File: config.mk
export PLATFORM = sky130hd
export DESIGN_NAME = icrf_fmul
export DESIGN_NICKNAME = d
export VERILOG_FILES = /design/src/sv/icrf_pkg.sv /design/src/sv/icrf_fmul.sv
export VERILOG_INCLUDE_DIRS = /design/src /design/src/sv
export SDC_FILE = /design/constraint.sdc
export NUM_CORES = 2
export LEC_CHECK = 0
export BUFFER_PORTS_ARGS = -buffer_cell sky130_fd_sc_hd__buf_2
export CAP_MARGIN = 20
export CORE_ASPECT_RATIO = 1.75
export CORE_MARGIN = 10
export CORE_UTILIZATION = 30
export DETAILED_ROUTE_END_ITERATION = 8
export PLACE_DENSITY = 0.56
export SLEW_MARGIN = 10
export SYNTH_ARGS = -nofsm -noshare
export SYNTH_HDL_FRONTEND = slang
export SYNTH_SLANG_ARGS = --single-unit
File: constraint.sdc
create_clock -name clk_i -period 8.56 [get_ports clk_i]
set_input_delay 1.712 -clock clk_i [delete_from_list [all_inputs] [get_ports clk_i]]
set_output_delay 1.712 -clock clk_i [all_outputs]
set_load 0.01 [all_outputs]
File: src/sv/assert_macros.svh
// assertion macros shared by the cube root rtl
// expects clk_i and rst_ni in the including module
`ifndef ASSERT_MACROS_SVH
`define ASSERT_MACROS_SVH
`define ICRF_ASSERT(lbl, prop, msg) \
  lbl: assert property (@(posedge clk_i) disable iff (!rst_ni) (prop)) else $error(msg);
`define ICRF_ASSERT_ALWAYS(lbl, prop, msg) \
  lbl: assert property (@(posedge clk_i) (prop)) else $error(msg);
`endif

File: src/sv/icrf_pkg.sv
// types and constants for the integer cube root float pipeline
// no dependencies
`default_nettype none
package icrf_pkg;
  // positive binary32 without the sign bit
  typedef logic [30:0] flt_t;

  localparam flt_t SEED_A_MAG = 31'h3EF05D37;
  localparam flt_t SEED_B     = 31'h3F894131;
  localparam flt_t SEED_C     = 31'h3EC3335F;
  localparam flt_t THIRD      = 31'h3EAAAAAB;
  localparam flt_t TWO_THIRD  = 31'h3F2AAAAB;

  localparam logic [7:0] EXP_BIAS  = 8'd127;
  localparam logic [7:0] FRAC_BIAS = 8'd126;

  localparam int unsigned DIV_STEPS = 25;

  // data that rides alongside each request through the units
  typedef struct packed {
    logic       zero;
    logic [2:0] k;
    flt_t       tx;
    flt_t       r;
    flt_t       aux;
  } side_t;
endpackage
`default_nettype wire

File: src/sv/icrf_fmul.sv
// two stage binary32 multiplier for positive normal operands
// uses icrf_pkg and assert_macros.svh
`default_nettype none
`include "assert_macros.svh"
module icrf_fmul import icrf_pkg::*; (
  input  logic  clk_i,
  input  logic  rst_ni,
  input  logic  en_i,
  input  logic  valid_i,
  input  flt_t  a_i,
  input  flt_t  b_i,
  input  side_t side_i,
  output logic  valid_o,
  output flt_t  res_o,
  output side_t side_o
);
  logic        v1_q, v2_q;
  logic [47:0] prod_q;
  logic [9:0]  exp_q;
  side_t       side1_q, side2_q;
  flt_t        res_q, res_d;
  logic [22:0] mant;
  logic [9:0]  e;
  logic        g, st, inc;

  always_ff @(posedge clk_i or negedge rst_ni) begin
    if (!rst_ni) begin
      v1_q <= 1'b0;
      v2_q <= 1'b0;
    end else if (en_i) begin
      v1_q <= valid_i;
      v2_q <= v1_q;
    end
  end

  always_ff @(posedge clk_i) begin
    if (en_i) begin
      prod_q  <= {1'b1, a_i[22:0]} * {1'b1, b_i[22:0]};
      exp_q   <= {2'b0, a_i[30:23]} + {2'b0, b_i[30:23]} - {2'b0, EXP_BIAS};
      side1_q <= side_i;
      res_q   <= res_d;
      side2_q <= side1_q;
    end
  end

  always_comb begin
    if (prod_q[47]) begin
      mant = prod_q[46:24];
      g    = prod_q[23];
      st   = |prod_q[22:0];
      e    = exp_q + 10'd1;
    end else begin
      mant = prod_q[45:23];
      g    = prod_q[22];
      st   = |prod_q[21:0];
      e    = exp_q;
    end
    inc   = g & (st | mant[0]);
    res_d = {e[7:0], mant} + {30'b0, inc};
  end

  assign valid_o = v2_q;
  assign res_o   = res_q;
  assign side_o  = side2_q;

  `ICRF_ASSERT(a_prod_norm, v1_q |-> (prod_q[47] || prod_q[46]), "product not normalized")
endmodule
`default_nettype wire

==> flow_metrics.py <==
metrics = {
    "floorplanning": {
        "io_pins": 292,
        "start_util": 0.303,
        "rows": 150,
        "die_h_um": 431,
        "dieArea_sq_um": 110000,
        "core_area_sq_um": 95700,
        "die-width_um": 255,
    },
    "sta": {
        "period_needed_ps": 8210,
        "rsz0062_at_grt": "false",
        "tightest_slew_ps": 1040,
        "fin_skew_ps": 16.4,
        "finalCritPeriodShare": 0.959,
        "maxSlewHeadroom": 0.305,
        "timing_hold_violations_final": 0,
        "hold_ws_ps": 413,
        "setup_viol": 0,
        "fmax_mhz": 122,
        "slew_viol_final": 0,
    },
    "finish": {
        "fillCellCount": 9613,
        "final_common_cell": "inv_1",
        "drive_gt1_frac": 0.172,
        "layout_common_cells": "inv_1 (588), fa_1 (483), nand2_1 (321)",
        "syn2layout_area_growth_pct": 17.0,
        "antenna_cells": 0,
        "nets": 3901,
    },
    "synthesis": {
        "seq_area_frac_synth": 0.293,
        "netlist.area_leader.share": 0.334,
        "synthTopCellsByArea": "fa_1 (33%), edfxtp_1 (29%), ha_1 (8.1%)",
        "ys_warn_count": 0,
        "synth-main-ff-cell": "edfxtp_1",
        "syn_nets": 3516,
        "synthCells": 2682,
        "async_reset_ff_frac": 0.00707,
        "synth.distinct_cells": 65,
        "syn_area_per_cell_sq_um": 10.8,
        "synth_top_area_cell": "fa_1",
        "ys_ff_latch": 283,
        "synthesis.area_sq_um": 29000,
        "synth_edf_count": 281,
    },
    "setup_path": {
        "rr_endpoint": "res_o[30]",
        "crit_family": "adder cells",
        "slowest_stage": "fa_1",
        "crit_buf_inv": 9,
        "startpoint": "a_i[8]",
        "path_class": "in -> reg",
        "worstReg2RegStart": "prod_q[47]",
        "cp-end-kind": "flop",
        "critPathMaxStageDelay_ps": 530,
        "cp-start-kind": "primary input",
        "reg2reg_depth": 12,
        "crit_fanout": 6,
        "r2r_slack_ps": 5340,
        "cp_data_required_time_ps": 8840,
        "critPathArrivalTime_ps": 8490,
    },
    "flow_run": {
        "maxCapViolCount": 0,
    },
    "global_routing": {
        "antenna_found_initial": 5,
        "track_usage": 0.145,
        "first_global_vias": 21100,
        "grt_pass1_wl_um": 122000,
        "grt_overflow": 0,
        "grt_max_degree": 183,
    },
    "clock_tree": {
        "clock-sinks": 283,
        "cts-htree-levels": 1,
        "clk_latency_ps": 550,
        "cts.clk_slew.worst_paths_ps": 70,
        "numCtsBuffers": 25,
        "cts.path.max_buffers": 3,
        "clock-root-buffer": "clkbuf_16",
        "cts_tree": "built",
        "cts.hold.buffers_added": 0,
        "post-cts-setup-buffers": 0,
        "cts_resized": 0,
    },
    "detailed_routing": {
        "drc": 0,
        "ant_nets": 0,
        "drt_first_pass_iters": 5,
        "vias": 19400,
        "routed_via_density": 4.51,
        "routed_wl_um": 80300,
        "drt-initial-drc-count": 717,
        "wl_per_cell_um": 18.7,
    },
    "worst_hold_path": {
        "min_to": "side_o[76]",
        "whs_path_depth": 0,
        "hold_start": "side1_q[76]",
        "hp-class": "reg -> reg",
    },
    "placement": {
        "dp_hpwl_um": 69800,
        "place.gp.congestion": 0.884,
        "io_buffers": 291,
    },
    "status": {
        "status": "finished, final reports clean",
    },
}
[worst reg2reg max path, delay by kind of cell, from the launching register on]
family | cells | cell delay, ps
AND/OR/NAND/NOR | 6 | 1300
adder cells (fa/ha/maj) | 1 | 250
AO/OA/AOI/OAI | 3 | 670
XOR/XNOR | 1 | 90
flip-flops | 1 | 360
buffers and inverters | 1 | 300
[state kept, by name, indices dropped and copies added (netlist names)]
name	count
side1_q	97
res_o	31
v1_q	1
valid_o	1
side_o	97
prod_q	48
exp_q	8
[final cells by class]
type	count	area, sq um	area share
inverter	592	2220	0.0656
clock buffer	28	637	0.0188
clock inverter	16	204	0.00602
timing repair buffer	466	2980	0.0879
tap	1216	1520	0.0449
sequential	283	8490	0.250
multi-input combinational	1699	17800	0.526
[how the worst max path moves through the flow]
| stage | end | depth (start not counted) |
|---|---|---|
| 2_1_floorplan | prod_q[47] | 25 |
| 3_3_place_gp | prod_q[42] | 26 |
| 3_5_place_dp | prod_q[42] | 26 |
| 4_1_cts | prod_q[42] | 26 |
| 5_1_grt | prod_q[42] | 26 |
| 6_report | prod_q[42] | 26 |
[metal layers]
layer  global-route usage  vias to the layer above  routed length (um)
met4               0.0612                        8                3450
met1                0.152                     9764               28900
met3               0.0145                      123                3980
met5                    0                        -                  47
li1                     -                     8992                   -
met2                0.285                      489               43900
[cells in the mapped netlist, drive strengths merged (16+ instances only)]
cell	count
edfxtp	281
xor2	34
inv	588
clkbuf	103
nand4	18
ha	188
o21ai	29
nand2	322
nand3	25
a21o	23
mux2i	16
nor2	73
xnor2	59
a21oi	69
and2	247
fa	483
[logic make-up (layout without fill, tap and decap cells)]
| logic type | Yosys count | after routing | share of synthesized area |
|---|---|---|---|
| buffers and inverters | 700 | 1102 | 0.0911 |
| and+or+nand+nor | 737 | 737 | 0.126 |
| AOI/OAI and AO/OA | 177 | 177 | 0.0396 |
| xor gates and xnor gates | 93 | 93 | 0.0281 |
| DFF | 283 | 283 | 0.293 |
| muxes | 21 | 21 | 0.00747 |
| adders and majority gates | 671 | 671 | 0.415 |
[through the flow]
step | util | cells | setup WS, ps | TNS (ps) | cell area [sq um]
after floorplan | - | 2682 | 447 | 0 | 29000
after global placement | 0.345 | 4256 | -103 | -273 | 33100
after detailed placement | 0.345 | 4256 | -189 | -709 | 33100
after CTS | 0.354 | 4300 | 408 | 0 | 33900
after global routing | 0.354 | 4300 | 78.7 | 0 | 33900
final | 0.354 | 4300 | 349 | 0 | 33900
Power is left out: the tool's default activity adds up to more than one toggle a clock period on the data nets, which glitch-free logic cannot reach.
